**src/hdl/lpc_pkg.sv**
```systemverilog
`timescale 1ns / 1ps
// ----------------------------------------------------------------------------
// lpc_pkg
// Shared constants and types for the lru page cache and its entry cells.
// ----------------------------------------------------------------------------
package lpc_pkg;

  localparam int ENTRIES = 8;
  localparam int IDX_W   = (ENTRIES > 1) ? $clog2(ENTRIES) : 1;
  localparam int CNT_W   = $clog2(ENTRIES + 1);
  localparam int CAP_W   = 4;
  localparam int CMP_W   = (CNT_W > CAP_W) ? CNT_W : CAP_W;
  localparam int TAG_W   = 32;
  localparam int DATA_W  = 64;

  typedef struct packed {
    logic [TAG_W-1:0]  tag;
    logic [DATA_W-1:0] data;
  } entry_t;

  typedef struct packed {
    logic occupied;
    logic load;
  } cell_ctl_t;

endpackage

```
**src/hdl/lpc_req_if.sv**
```systemverilog
`timescale 1ns / 1ps
// ----------------------------------------------------------------------------
// lpc_req_if
// Request channel: page tag and fill data with valid/ready handshake.
// ----------------------------------------------------------------------------
interface lpc_req_if;
  import lpc_pkg::*;

  logic              valid;
  logic              ready;
  logic [TAG_W-1:0]  page_tag;
  logic [DATA_W-1:0] fill_data;

  modport source (output valid, output page_tag, output fill_data, input ready);
  modport sink   (input valid, input page_tag, input fill_data, output ready);

endinterface

```
**src/hdl/lpc_rsp_if.sv**
```systemverilog
`timescale 1ns / 1ps
// ----------------------------------------------------------------------------
// lpc_rsp_if
// Response channel: hit flag, page data and eviction report.
// ----------------------------------------------------------------------------
interface lpc_rsp_if;
  import lpc_pkg::*;

  logic              valid;
  logic              ready;
  logic              hit;
  logic [DATA_W-1:0] page_data;
  logic              evicted;
  logic [31:0]       evicted_tag;

  modport source (output valid, output hit, output page_data, output evicted,
                  output evicted_tag, input ready);
  modport sink   (input valid, input hit, input page_data, input evicted,
                  input evicted_tag, output ready);

endinterface

```
**src/hdl/lpc_cell.sv**
```systemverilog
`timescale 1ns / 1ps
// ----------------------------------------------------------------------------
// lpc_cell
// One recency position of the cache: holds an entry, compares its tag and
// takes the entry of its more recent neighbor when told to shift.
// ----------------------------------------------------------------------------
module lpc_cell (
  input  logic                      clk,
  input  lpc_pkg::cell_ctl_t        ctl,
  input  lpc_pkg::entry_t           entry_in,
  input  logic [lpc_pkg::TAG_W-1:0] req_tag,
  output lpc_pkg::entry_t           entry,
  output logic                      match
);
  import lpc_pkg::*;

  always_ff @(posedge clk) begin
    if (ctl.load) begin
      entry <= entry_in;
    end
  end

  assign match = ctl.occupied && (entry.tag == req_tag);

endmodule

```
**src/hdl/lru_page_cache.sv**
```systemverilog
`timescale 1ns / 1ps
// ----------------------------------------------------------------------------
// lru_page_cache
// Fully associative page cache with least-recently-used replacement.
// ----------------------------------------------------------------------------
// Usage:
//   req carries a page tag and the fill data backing memory would return.
//   rsp returns one item per request: hit flag, page data (stored data on
//   a hit, fill data on a miss), and the evicted flag and tag on a miss
//   that replaced the least recent entry.
//   cfg_we / cfg_wdata set the capacity in use (0 acts as 1, values above
//   the entry count act as the entry count); write it only while idle.
//   The response is registered and becomes valid in the cycle after acceptance.
//   Throughput is one item per cycle unless rsp stalls: all entry tags are
//   compared at once; the cells shift in the same cycle the request is taken.
//   When the receiver stalls, the response is held and req.ready drops
//   until it is taken; req.ready is high again in the cycle it is taken.
//   Reset empties the cache and sets the capacity to the entry count.
// ----------------------------------------------------------------------------
module lru_page_cache (
  input  logic                      clk,
  input  logic                      rst,
  input  logic                      cfg_we,
  input  logic [lpc_pkg::CAP_W-1:0] cfg_wdata,
  lpc_req_if.sink                   req,
  lpc_rsp_if.source                 rsp
);
  import lpc_pkg::*;

  logic [CAP_W-1:0] capacity;
  logic [CNT_W-1:0] occ;
  logic [CNT_W-1:0] occ_next;

  entry_t     cell_entry [ENTRIES];
  entry_t     cell_in    [ENTRIES];
  cell_ctl_t  cell_ctl   [ENTRIES];
  logic [ENTRIES-1:0] match;

  logic              accept;
  logic              hit;
  logic [CNT_W-1:0]  hit_pos;
  logic [DATA_W-1:0] hit_data;
  logic [CMP_W-1:0]  eff_cap;
  logic              full;
  logic [CNT_W-1:0]  pos;
  logic [TAG_W-1:0]  victim_tag;
  logic [CNT_W-1:0]  last_pos;

  assign req.ready = !rsp.valid || rsp.ready;
  assign accept    = req.valid && req.ready;

  always_ff @(posedge clk) begin
    if (rst) begin
      capacity <= CAP_W'(ENTRIES);
    end else if (cfg_we) begin
      capacity <= cfg_wdata;
    end
  end

  // hit search, lowest position wins
  always_comb begin
    hit      = 1'b0;
    hit_pos  = '0;
    hit_data = '0;
    for (int i = ENTRIES - 1; i >= 0; i--) begin
      if (match[i]) begin
        hit      = 1'b1;
        hit_pos  = CNT_W'(i);
        hit_data = cell_entry[i].data;
      end
    end
  end

  assign last_pos = occ - CNT_W'(1);

  always_comb begin
    victim_tag = '0;
    for (int i = 0; i < ENTRIES; i++) begin
      if (CNT_W'(i) == last_pos) begin
        victim_tag = cell_entry[i].tag;
      end
    end
  end

  always_comb begin
    if (capacity == '0) begin
      eff_cap = CMP_W'(1);
    end else if (CMP_W'(capacity) > CMP_W'(ENTRIES)) begin
      eff_cap = CMP_W'(ENTRIES);
    end else begin
      eff_cap = CMP_W'(capacity);
    end
  end

  assign full = CMP_W'(occ) >= eff_cap;

  always_comb begin
    if (hit) begin
      pos      = hit_pos;
      occ_next = occ;
    end else if (full) begin
      pos      = last_pos;
      occ_next = occ;
    end else begin
      pos      = occ;
      occ_next = occ + CNT_W'(1);
    end
  end

  always_ff @(posedge clk) begin
    if (rst) begin
      occ <= '0;
    end else if (accept) begin
      occ <= occ_next;
    end
  end

  for (genvar i = 0; i < ENTRIES; i++) begin : g_cell
    if (i == 0) begin : g_head
      assign cell_in[i].tag  = req.page_tag;
      assign cell_in[i].data = hit ? hit_data : req.fill_data;
    end else begin : g_body
      assign cell_in[i] = cell_entry[i-1];
    end

    assign cell_ctl[i].occupied = CNT_W'(i) < occ;
    assign cell_ctl[i].load     = accept && (CNT_W'(i) <= pos);

    lpc_cell u_cell (
      .clk      (clk),
      .ctl      (cell_ctl[i]),
      .entry_in (cell_in[i]),
      .req_tag  (req.page_tag),
      .entry    (cell_entry[i]),
      .match    (match[i])
    );
  end

  always_ff @(posedge clk) begin
    if (rst) begin
      rsp.valid <= 1'b0;
    end else if (accept) begin
      rsp.valid <= 1'b1;
    end else if (rsp.ready) begin
      rsp.valid <= 1'b0;
    end
  end

  always_ff @(posedge clk) begin
    if (accept) begin
      rsp.hit         <= hit;
      rsp.page_data   <= hit ? hit_data : req.fill_data;
      rsp.evicted     <= !hit && full;
      rsp.evicted_tag <= (!hit && full) ? victim_tag[31:0] : 32'd0;
    end
  end

endmodule

```
**src/flat_wrapper.sv**
```systemverilog
// flat-port wrapper written by rule: the top's interface ports become plain ports
module lru_page_cache_flat import lpc_pkg::*;
  (clk, rst, cfg_we, cfg_wdata, req_valid, req_page_tag, req_fill_data, req_ready, rsp_valid, rsp_hit, rsp_page_data, rsp_evicted, rsp_evicted_tag, rsp_ready);
  lpc_req_if req_i ();
  lpc_rsp_if rsp_i ();
  input  logic clk;
  input  logic rst;
  input  logic cfg_we;
  input  logic [lpc_pkg::CAP_W-1:0] cfg_wdata;
  input wire logic [$bits(req_i.valid)-1:0] req_valid;
  input wire logic [$bits(req_i.page_tag)-1:0] req_page_tag;
  input wire logic [$bits(req_i.fill_data)-1:0] req_fill_data;
  output wire logic [$bits(req_i.ready)-1:0] req_ready;
  output wire logic [$bits(rsp_i.valid)-1:0] rsp_valid;
  output wire logic [$bits(rsp_i.hit)-1:0] rsp_hit;
  output wire logic [$bits(rsp_i.page_data)-1:0] rsp_page_data;
  output wire logic [$bits(rsp_i.evicted)-1:0] rsp_evicted;
  output wire logic [$bits(rsp_i.evicted_tag)-1:0] rsp_evicted_tag;
  input wire logic [$bits(rsp_i.ready)-1:0] rsp_ready;
  assign req_i.valid = req_valid;
  assign req_i.page_tag = req_page_tag;
  assign req_i.fill_data = req_fill_data;
  assign req_ready = req_i.ready;
  assign rsp_valid = rsp_i.valid;
  assign rsp_hit = rsp_i.hit;
  assign rsp_page_data = rsp_i.page_data;
  assign rsp_evicted = rsp_i.evicted;
  assign rsp_evicted_tag = rsp_i.evicted_tag;
  assign rsp_i.ready = rsp_ready;
  lru_page_cache u_core (.clk(clk), .rst(rst), .cfg_we(cfg_we), .cfg_wdata(cfg_wdata), .req(req_i), .rsp(rsp_i));
endmodule
```
**config.mk**
```make
export PLATFORM = sky130hd
export DESIGN_NAME = lru_page_cache_flat
export DESIGN_NICKNAME = d
export VERILOG_FILES = /design/src/hdl/lpc_pkg.sv /design/src/hdl/lpc_req_if.sv /design/src/hdl/lpc_rsp_if.sv /design/src/hdl/lpc_cell.sv /design/src/hdl/lru_page_cache.sv /design/src/flat_wrapper.sv
export SDC_FILE = /design/constraint.sdc
export NUM_CORES = 1
export LEC_CHECK = 0
export BUFFER_PORTS_ARGS = -buffer_cell sky130_fd_sc_hd__buf_2
export CELL_PAD_IN_SITES_DETAIL_PLACEMENT = 2
export CELL_PAD_IN_SITES_GLOBAL_PLACEMENT = 2
export CORE_AREA = 2 2 198 394
export DETAILED_ROUTE_END_ITERATION = 8
export DIE_AREA = 0 0 200 396
export GPL_ROUTABILITY_DRIVEN = 1
export GPL_TIMING_DRIVEN = 0
export PLACE_DENSITY = 0.81
export SLEW_MARGIN = 0
export SYNTH_ARGS = -nofsm -noshare
export SYNTH_HDL_FRONTEND = slang
export SYNTH_SLANG_ARGS = --single-unit
```
**constraint.sdc**
```tcl
create_clock -name clk -period 16.2 [get_ports clk]
set_clock_uncertainty 0.05 [all_clocks]
set_input_delay 1.62 -clock clk [delete_from_list [all_inputs] [get_ports clk]]
set_output_delay 1.62 -clock clk [all_outputs]
set_load 0.1 [all_outputs]
```
==> key figures <==
Status
  – Status: finished clean

Placement
  – IO buf count: 202
  – Post-Place Cell Area: 37,800 sq um
  – Post-DP HPWL: 103,000 um
  – Pre-CTS WS: 9.08 ns
  – Placer Congestion: 0.992

Route
  – DRT Pass-1 Iters: 5
  – Post-route DRC: 0
  – Drt wl/cell: 34.9 um
  – Final WL: 140,000 um
  – Via count: 24,000
  – Via density: 5.98
  – 1st-iter DRT viols: 1,548
  – Routed Antenna Nets: 0

Synth
  – Net Count, Synth: 2,746
  – Synth Area in Simple Gates: 6.79%
  – Yosys top cell area share: 69.3%
  – Post-synth top area cell: edfxtp_1
  – Leading post-synthesis cells by cell area: edfxtp_1 (69%), a21oi_1 (4.2%), xnor2_1 (3.3%)
  – Sequential share of the synthesized area: 69.9%
  – Syn Area/Cell: 13.2 sq um
  – Cells after Synth: 2,632
  – Synth Area in XOR/XNOR: 6.61%
  – Synth Area in Adders: 0.324%
  – Most frequent cells after synthesis: edfxtp_1 (802), a21oi_1 (294), nor2_1 (215), nand2_1 (213), o21ai_0 (172)
  – Top FF cell, synth: edfxtp_1
  – Multiplexer area fraction after synthesis: 0.115%
  – Mapped Area: 34,700 sq um
  – Largest family of logic cells by synthesized area: compound AO/OA/AOI/OAI gates
  – Unique masters post-synth: 45
  – #FFs+latches synth: 811
  – Post-synth EDFFs: 802
  – Async SR Flop Fraction: 0%
  – Ys Warns: 0
  – Most frequent cell after synthesis: edfxtp_1
  – Compound-Gate Fraction of Synth Area: 12.3%

Global routing
  – GR Util All Layers: 36.3%
  – Vias in the first global route: 27,700
  – First-pass GRT wire length: 200,000 um
  – Initial antenna violation count: 7
  – Largest net degree at the start of global routing: 65
  – GR Overflow Total: 0

Power and ir drop
  – Internal power: 0.00360 W
  – Switching pwr: 0.00135 W
  – Power consumption: 0.00495 W
  – Power share of the combinational group: 11.1%
  – Switching share of power: 27.3%
  – PwrDens: 123 nW/um^2
  – Worst-case vdd ir drop: 0.113 mV
  – Pleak: 13.2 nW
  – Clock network power share: 37.5%
  – Sequential Power Share: 51.3%

Timing
  – Minimum clock period: 6.75 ns
  – RSZ-0062 raised after global routing: no
  – Worst Tran Pin Value: 1.44 ns
  – Final setup margin: 9.45 ns
  – Final Hold Viols: 0
  – Setup violators final: 0
  – Max-slew violations: 0
  – Achievable Freq: 148 MHz
  – Fin crit share: 41.7%
  – Relative slew slack: 3.07%

CTS
  – Worst skew pair latency: 0.69 ns
  – Clk slew on worst S/H paths: 0.07 ns
  – Clock Root Buffer: clkbuf_16
  – Worst-case clock buffer depth: 3
  – H-tree levels: 3
  – Total CTS buffers: 76
  – CTS Hold Bufs: 0
  – Setup bufs post-CTS: 0
  – CTS sink cnt: 811
  – CTS tree: yes
  – Post-CTS Resized: 0

Worst hold path
  – Hold path cells: 0
  – Hold Crit Class: reg -> reg
  – Hold wc startpoint: u_core.g_cell[3].u_cell.entry[8]
  – Hold Path Sink: u_core.g_cell[4].u_cell.entry[8]

Worst setup path
  – Reg2Reg Launch Point: u_core.occ[1]
  – Worst EP arrival: 7.12 ns
  – Reg2Reg Depth: 15
  – Worst R2R End: u_core.g_cell[5].u_cell.entry[36]
  – Crit end category: flip-flop
  – Req. time, crit path: 16.57 ns
  – CP Class: in -> reg
  – Crit start category: input port
  – Reg2Reg Setup Slack: 9.94 ns
  – Critical Path Fanout Max: 22

Final layout
  – Fill cells: 7,132
  – Final instance area: 40,300 sq um
  – P&R area growth vs syn: 15.9%
  – Layout Utilization: 52.9%
  – Ratio of cells with drive above 1 in the final layout: 15.9%
  – Nets: 3,056

Floorplan
  – Die Ht: 396 um
  – Starting density of the core: 45.7%
  – DIE AREA: 79,200 sq um
  – Core Area: 76,000 sq um
  – IO Pins: 205
  – Placement Rows: 143
  – Die X-Extent: 200 um

Run
  – Max Cap Viol: 0
==> power by group through the flow <==
stage                     sequential [W]  clock, W  combinational, W
after floorplan                  0.00262         0          0.000262
after global placement           0.00261         0          0.000479
after detailed placement         0.00258         0          0.000536
after CTS                        0.00254   0.00188          0.000542
after global routing             0.00255   0.00193          0.000565
final                            0.00254   0.00186          0.000552
==> registers in the layout, indices dropped and copies added, names as in the netlist, named ones only <==
signal and flops:
u_core.rsp.valid 1, u_core.rsp.hit 1, u_core.capacity 4, u_core.occ 4, u_core.rsp.evicted 1, u_core.rsp.evicted_tag 32
u_core.g_cell.u_cell.entry 704
==> routing by layer <==
| layer | vias to the layer above | GRT usage (%) | share of wire [%] |
|---|---|---|---|
| met1 | 12400 | 31.2 | 29 |
| met2 | 885 | 67.8 | 55 |
| li1 | 10400 | - | - |
| met5 | - | 0 | 0.024 |
| met3 | 405 | 7.46 | 4.5 |
| met4 | 4 | 33.3 | 11 |
==> area by class of cell <==
cell class	instances	area [sq um]	share of cell area [%]
diodes	4	10.0	0.0249
plain buffers	251	1330	3.31
clock inverters	42	403	1.00
well taps	1015	1270	3.16
clock buffers	95	2040	5.06
flip-flops and latches	811	24300	60.3
inverters	12	53.8	0.134
multi-input cells	1558	9180	22.8
repair buffers	232	1700	4.22
==> layout by cell type, fill, tap and decap left out, types with 37 or more instances in the layout <==
cell,Yosys,routed
a21oi_1,294,293
buf_2,32,234
xnor2_1,131,128
o21ai_1,60,59
nand2_1,213,213
o21ai_0,172,171
clkbuf_16,0,79
xor2_1,131,131
nor2_1,215,214
a211oi_1,65,65
nand4_1,37,37
buf_4,72,72
a22oi_1,63,63
clkbuf_1,113,129
edfxtp_1,802,802
==> critical path: stages <==
cell and delay (ns):
buf_2 0.12, buf_2 0.20, xnor2_1 1.14, nand4_1 0.46
nor4_1 0.85, and3_1 0.45, nor2b_1 0.16, and3_4 0.21
buf_6 0.15, a22oi_2 0.45, a21o_1 0.36, o21ai_4 0.27
buf_16 0.25, buf_16 0.18, buf_16 0.18
==> stage by stage <==
step | hold WS (ns) | std cells | setup TNS (ns)
4_1_cts | 0.397 | 4015 | 0
6_report | 0.397 | 4020 | 0
5_1_grt | 0.408 | 4016 | 0
3_3_place_gp | 0.377 | 3849 | -232.98
2_1_floorplan | 0.371 | 2632 | 0
3_5_place_dp | 0.386 | 3878 | 0
==> worst max path at each step <==
| stage | startpoint | to | slack (ns) | depth (start not counted) |
|---|---|---|---|---|
| 2_1_floorplan | req_page_tag[7] | u_core.g_cell[3].u_cell.entry[0] | 5.33 | 11 |
| 3_3_place_gp | req_page_tag[28] | u_core.g_cell[3].u_cell.entry[34] | -1.48 | 11 |
| 3_5_place_dp | req_page_tag[13] | u_core.g_cell[5].u_cell.entry[62] | 9.08 | 15 |
| 4_1_cts | req_page_tag[13] | u_core.g_cell[5].u_cell.entry[32] | 9.67 | 15 |
| 5_1_grt | req_page_tag[23] | u_core.g_cell[5].u_cell.entry[52] | 9.50 | 15 |
| 6_report | req_page_tag[23] | u_core.g_cell[5].u_cell.entry[36] | 9.45 | 15 |
==> cell families (layout without fill, tap and decap cells) <==
group	Yosys count	in the layout
compound gates	734	734
xor+xnor	262	262
fa+ha+maj	9	9
buf+inv	263	632
flops	811	811
mux	4	4
other cells	0	4
simple gates	549	549
No activity file was read; power rests on OpenSTA's default activity.
